--- config.mk ---
export PLATFORM = sky130hd
export DESIGN_NAME = lspb_div
export DESIGN_NICKNAME = d
export VERILOG_FILES = /design/src/hdl/lspb_div.sv
export SDC_FILE = /design/constraint.sdc
export NUM_CORES = 1
export LEC_CHECK = 0
export ABC_AREA = 1
export BUFFER_PORTS_ARGS = -buffer_cell sky130_fd_sc_hd__buf_2
export CAP_MARGIN = 15
export CORE_AREA = 5 5 151 182
export CTS_CLUSTER_DIAMETER = 100
export DETAILED_ROUTE_END_ITERATION = 7
export DIE_AREA = 0 0 156 187
export PLACE_DENSITY = 0.6
export SLEW_MARGIN = 20
export SYNTH_ARGS = -nofsm -noshare
export SYNTH_HDL_FRONTEND = slang
export SYNTH_SLANG_ARGS = --single-unit
--- constraint.sdc ---
create_clock -name i_clk -period 4.1 [get_ports i_clk]
set_input_delay 0.205 -clock i_clk [delete_from_list [all_inputs] [get_ports i_clk]]
set_output_delay 0.205 -clock i_clk [all_outputs]
set_load 0.03 [all_outputs]
--- src/hdl/lspb_div.sv ---
// Restoring divider, one quotient bit per cycle, used for the derived profile values.
module lspb_div #(
    parameter int NUM_BITS = 53,
    parameter int DEN_BITS = 48
) (
    input  logic                i_clk,
    input  logic                i_rst_n,
    input  logic                i_start,
    input  logic [NUM_BITS-1:0] i_num,
    input  logic [DEN_BITS-1:0] i_den,
    output logic                o_done,
    output logic [NUM_BITS-1:0] o_quo
);
    localparam int CNT_W = $clog2(NUM_BITS + 1);

    logic                r_busy;
    logic                r_done;
    logic [CNT_W-1:0]    r_cnt;
    logic [NUM_BITS-1:0] r_num;
    logic [DEN_BITS-1:0] r_rem;
    logic [DEN_BITS-1:0] r_den;

    logic [DEN_BITS:0]   rem_sh;
    logic [DEN_BITS:0]   rem_sub;
    logic                fits;

    // The numerator shifts out at the top while quotient bits shift in at the bottom.
    always_comb begin
        rem_sh  = {r_rem, r_num[NUM_BITS-1]};
        fits    = rem_sh >= {1'b0, r_den};
        rem_sub = fits ? (rem_sh - {1'b0, r_den}) : rem_sh;
    end

    always_ff @(posedge i_clk) begin
        if (!i_rst_n) begin
            r_busy <= 1'b0;
            r_done <= 1'b0;
            r_cnt  <= '0;
        end else begin
            r_done <= 1'b0;
            if (i_start) begin
                r_busy <= 1'b1;
                r_cnt  <= CNT_W'(NUM_BITS);
            end else if (r_busy) begin
                r_cnt <= r_cnt - CNT_W'(1);
                if (r_cnt == CNT_W'(1)) begin
                    r_busy <= 1'b0;
                    r_done <= 1'b1;
                end
            end
        end
    end

    always_ff @(posedge i_clk) begin
        if (i_start) begin
            r_num <= i_num;
            r_rem <= '0;
            r_den <= i_den;
        end else if (r_busy) begin
            r_num <= {r_num[NUM_BITS-2:0], fits};
            r_rem <= rem_sub[DEN_BITS-1:0];
        end
    end

    assign o_done = r_done;
    assign o_quo  = r_num;

endmodule

## Word-level counts from Yosys, hierarchy flattened

Cells that the tools add are included.
W data, S select, Z words.

| word-level totals | value |
|---|---|
| register bits after elaboration | 157 |
| output and inout port bits | 54 |

| operators by class | value |
|---|---|
| add/subtract/negate cells | 2 |
| magnitude comparators | 1 |
| equality and inequality tests | 1 |
| muxes and demuxes | 9 |
| bitwise operators | 2 |
| reduce and logical (&&, ||, !) cells | 3 |

Operator list:

| cell | number |
|---|---|
| $mux W53 | 2 |
| $ge A49 B48 Y1 | 1 |
| $mux W48 | 1 |
| $sub A48 B48 Y48 | 1 |
| $mux W6 | 2 |
| $eq A6 B1 Y1 const B | 1 |
| $sub A6 B1 Y6 const B | 1 |
| $mux W1 | 4 |
| $reduce_or A3 Y1 | 1 |
| $not A1 Y1 | 2 |
| $reduce_bool A2 Y1 | 1 |
| $reduce_or A2 Y1 | 1 |

## Depth between registers and ports, before layout

| depth | value |
|---|---|
| word-level depth | 4 |
| mapped depth | 18 |
| depth with buffers taken out | 16 |

## Worst setup path after synthesis

Ideal clock, no wire load.

| timing path | value |
|---|---|
| path kind | register to register |
| start | register r_busy |
| end | register r_num[0] (netlist: o_quo[0]) (enable) |
| data arrival time | 2.409 ns |
| required time | 3.664 ns |
| setup slack | 1.256 ns |
| stages on the path, launching flop included | 5 |
| clock period less this slack | 2.844 ns |
| cell sequence | dfxtp_1 clkbuf_1 nor2_1 inv_1 clkbuf_1 |

| between the ends | value |
|---|---|
| longest elaborated chain between the ends | 1 |

Ends and longest elaborated chain:

| what | RTL line | source |
|---|---|---|
| start, declared | 16 | `logic r_busy;` |
| start signal, assigned | 36 | `r_busy <= 1'b0;` |
| start signal, assigned | 42 | `r_busy <= 1'b1;` |
| start signal, assigned | 47 | `r_busy <= 1'b0;` |
| $reduce_bool A2 Y1 (no line) | n/a |  |
| end signal, assigned | 56 | `r_num <= i_num;` |
| end signal, assigned | 60 | `r_num <= {r_num[NUM_BITS-2:0], fits};` |
| end, declared | 19 | `logic [NUM_BITS-1:0] r_num;` |

Every way passes these cells.
A chain may end at the register's enable or synchronous reset.

## Worst setup path after layout

| timing path | value |
|---|---|
| start | register r_den[7] |
| end | register r_rem[13] |

| between the ends | value |
|---|---|
| longest elaborated chain between the ends | 2 |
| elaborated cells on any way between the ends | 3 |
| those cells by class | add/sub: 1; order compare: 1; mux: 1 |

Ends and longest elaborated chain:

| what | RTL line | source |
|---|---|---|
| start, declared | 21 | `logic [DEN_BITS-1:0] r_den;` |
| start signal, assigned | 58 | `r_den <= i_den;` |
| $sub A48 B48 Y48 or $ge A49 B48 Y1 (tied branches) | 31, 30 |  |
| $mux W48 * | 31 | `rem_sub = fits ? (rem_sh - {1'b0, r_den}) : rem_sh;` |
| end signal, assigned | 61 | `r_rem <= rem_sub[DEN_BITS-1:0];` |
| end, declared | 20 | `logic [DEN_BITS-1:0] r_rem;` |

Every way passes the cells marked *; elsewhere a longest branch is shown, timed or not.

==> results.cfg <==
[critical_path]
r2r_slack_ns = 0.91
path_common_cell = nand2_1
startpoint = r_den[7]
cp.depth = 16
reg2reg_to = r_rem[13]
crit_end = r_rem[13]
path_cells = inv_1 -> ha_1 -> nand2_1 -> inv_1 -> nand2_1 -> nand2_1 -> inv_2 -> nand3_2 -> nand2_1 -> nand2_1 -> nand2_2 -> nand3_2 -> buf_4 -> nand2_1 -> nand3_1 -> o21ai_0
ff2ff_path_depth = 16
rr_startpoint = r_den[7]
endpoint_kind = flop
crit_family = simple AND/OR/NAND/NOR gates
worstSetupStartpointType = flop
cp_slowest_cell = nand3_2
cpPeakStageDelay_ns = 0.66
crit_required_ns = 4.46
critical_path_class = reg2reg
crit_buf_inv = 4
critical_path_arrival_ns = 3.54
cp_max_fo = 31

[floorplanning]
initial_core_util_pct = 42.44
core_area_um2 = 25380
die_w_um = 156
die_h_um = 187
placementRows = 64
io-pin-count = 158
dieArea_um2 = 29170

[final_layout]
drive_gt1_share_pct = 13.36
fillCellCount = 2612
multi_input_area_um2 = 5181
final_common_cell = nand2_1
layout_common_cells = nand2_1 (634), inv_1 (313), buf_2 (156), nand3_1 (105), edfxtp_1 (101)
regArea_um2 = 4154
syn2layout_area_growth_pct = 19.84
n_antenna_cell = 0
fin_nets = 1946
post-route-util_pct = 50.86

[power]
leakage_nw = 6.860
p_per_area_nw_per_um2 = 319.1
ir_drop_mv = 0.2275

[place]
hpwl_um = 24460
gp_congestion = 1.061
port_buffers = 157

[route]
drt-initial-drc-count = 687
vias = 10350
ant_nets = 0
drc = 0
firstDrtPassIters = 5
avgRoutedWirePerCell_um = 15.26
vias_per_cell = 4.849
postRouteWirelength_um = 32570

[clocking]
cts_tree = yes
numCtsBuffers = 17
worst_skew_pair.late_latency_ns = 0.45
clk_path_buf_depth = 2
post_cts_buffers = 0
htree_levels = 4
cts_root_buffer = clkbuf_16
path_clk_slew_ns = 0.07
clock-sinks = 157
post_cts_resized = 0

[synthesis]
synthArstFlopShare_pct = 0
synth_nets = 1755
syn-cell-area_um2 = 10770
synth_ff_type = edfxtp_1
synth_seq_cells = 157
yosysSeqAreaShare_pct = 38.56
synth_cells = 1600
synth_edf_count = 101
ys_top_cells_by_area = edfxtp_1 (28%), nand2_1 (22%), inv_1 (11%)
synth_top_area_share_pct = 28.15
synth.largest_area_cell = edfxtp_1
synth_cell_types = 35
synth_warnings = 0
synth_area_per_cell_um2 = 6.733

[timing]
hold_violations = 0
finalMaxSlewViolations = 0
setup_viol_count_final = 0
worst_pin_slew_ns = 0.9214
max_freq_mhz = 313.9
period_needed_ns = 3.186
relSlewSlack_pct = 38.48
fin_skew_ns = 0.02236
setup_tns_ns = 0
grt_setup_unrepaired = false
final.period_utilization_pct = 77.70

[global_route]
grt_max_degree = 63
gr-usage-all-layers_pct = 22.38
grt_pass1_wl_um = 52480
grt_pass1_vias = 10190
antenna_found_initial = 0
grt.overflow.total = 0

[outcome]
status = finished clean

[min_path]
hp-class = in2reg

[job]
drv_cap = 0
-- cells in the mapped netlist, types with 2 or more instances --
| cell type | n |
|---|---|
| buf_1 | 5 |
| nand3_2 | 13 |
| a21o_1 | 2 |
| dfxtp_1 | 56 |
| a21oi_1 | 27 |
| inv_1 | 314 |
| o21a_1 | 2 |
| inv_2 | 13 |
| nand2_1 | 634 |
| edfxtp_1 | 101 |
| nor3_1 | 9 |
| o21ai_0 | 30 |
| nor2_2 | 8 |
| ha_1 | 50 |
| buf_6 | 3 |
| and2_1 | 4 |
| nor2_1 | 85 |
| nand2_2 | 3 |
| o21bai_1 | 2 |
| nor3_2 | 2 |
| nand4_1 | 63 |
| clkbuf_1 | 19 |
| xor2_1 | 3 |
| xnor2_1 | 23 |
| buf_2 | 12 |
| a211oi_1 | 2 |
| nand3_1 | 105 |
| buf_4 | 3 |
-- power by group --
part	switching, mW	internal [mW]
clock network	0.729	0.909
registers	0.0478	1.80
logic	0.418	0.211
total	1.19	2.92
-- layout make-up --
cell class	instances	share of cell area (%)
Timing Repair Buffer	215	10.41
Clock inverter	14	1.221
Clock buffer	18	3.324
Inverter	328	9.537
Multi-Input combinational cell	1072	40.13
Tap cell	330	3.198
Sequential cell	157	32.18
-- worst min path at each step --
stage               cells after the start        end      start
floorplan                               0   r_den[0]   i_den[0]
global placement                        1   r_den[2]   i_den[2]
detailed placement                      1  r_den[35]  i_den[35]
CTS                                     3  o_quo[27]  i_num[27]
global route                            3  o_quo[26]  i_num[26]
finish                                  3  o_quo[19]  i_num[19]
-- registers in the layout, summed over array words and instances (netlist names) --
name,flops
o_done,1
o_quo,53
r_busy,1
r_cnt,6
r_den,48
r_rem,48
-- metrics by stage --
step / hold slack [ns] / cells / instance area [um^2] / power, mW / worst slack (ns)
floorplan: 0.3039 / 1600 / 10770 / 2.270 / 1.256
global placement: 0.3822 / 2054 / 11840 / 2.478 / 1.004
detailed placement: 0.3831 / 2054 / 11840 / 2.481 / 0.9590
CTS: 0.01207 / 2134 / 12910 / 4.164 / 0.9157
global route: 0.01956 / 2134 / 12910 / 4.293 / 0.6776
finish: 0.02314 / 2134 / 12910 / 4.119 / 0.9142
-- cell families (layout without fill, tap and decap cells) --
logic type,count (synthesis),in the layout,synth area share (%)
xor gates and xnor gates,26,26,2.114
buffers and inverters,371,575,13.48
and+or+nand+nor,928,928,36.49
DFF,157,157,38.56
AOI/OAI and AO/OA,67,67,3.356
adders and majority gates,51,51,5.993
-- worst reg2reg max path, stage by stage, from the launching register on --
cell and delay [ns]:
edfxtp_1 0.32, inv_1 0.04, ha_1 0.33, nand2_1 0.16, inv_1 0.05, nand2_1 0.06, nand2_1 0.11, inv_2 0.07
nand3_2 0.16, nand2_1 0.10, nand2_1 0.19, nand2_2 0.14, nand3_2 0.66, buf_4 0.48, nand2_1 0.08, nand3_1 0.07
o21ai_0 0.09
-- what timing repair did --
action	in CTS	in global routing
hold endpoints to repair	48	0
hold buffers	48	0
endpoints found under the setup margin	0	0
-- routing by layer --
layer / part of all wire, % / up-vias / global-route usage, %
met2: 47 / 293 / 37.34
li1: - / 5335 / -
met4: 2.3 / 0 / 6.837
met5: 0 / - / 0
met3: 5.7 / 44 / 4.073
met1: 45 / 4676 / 29.39
No activity file was read; power rests on OpenSTA's default activity.
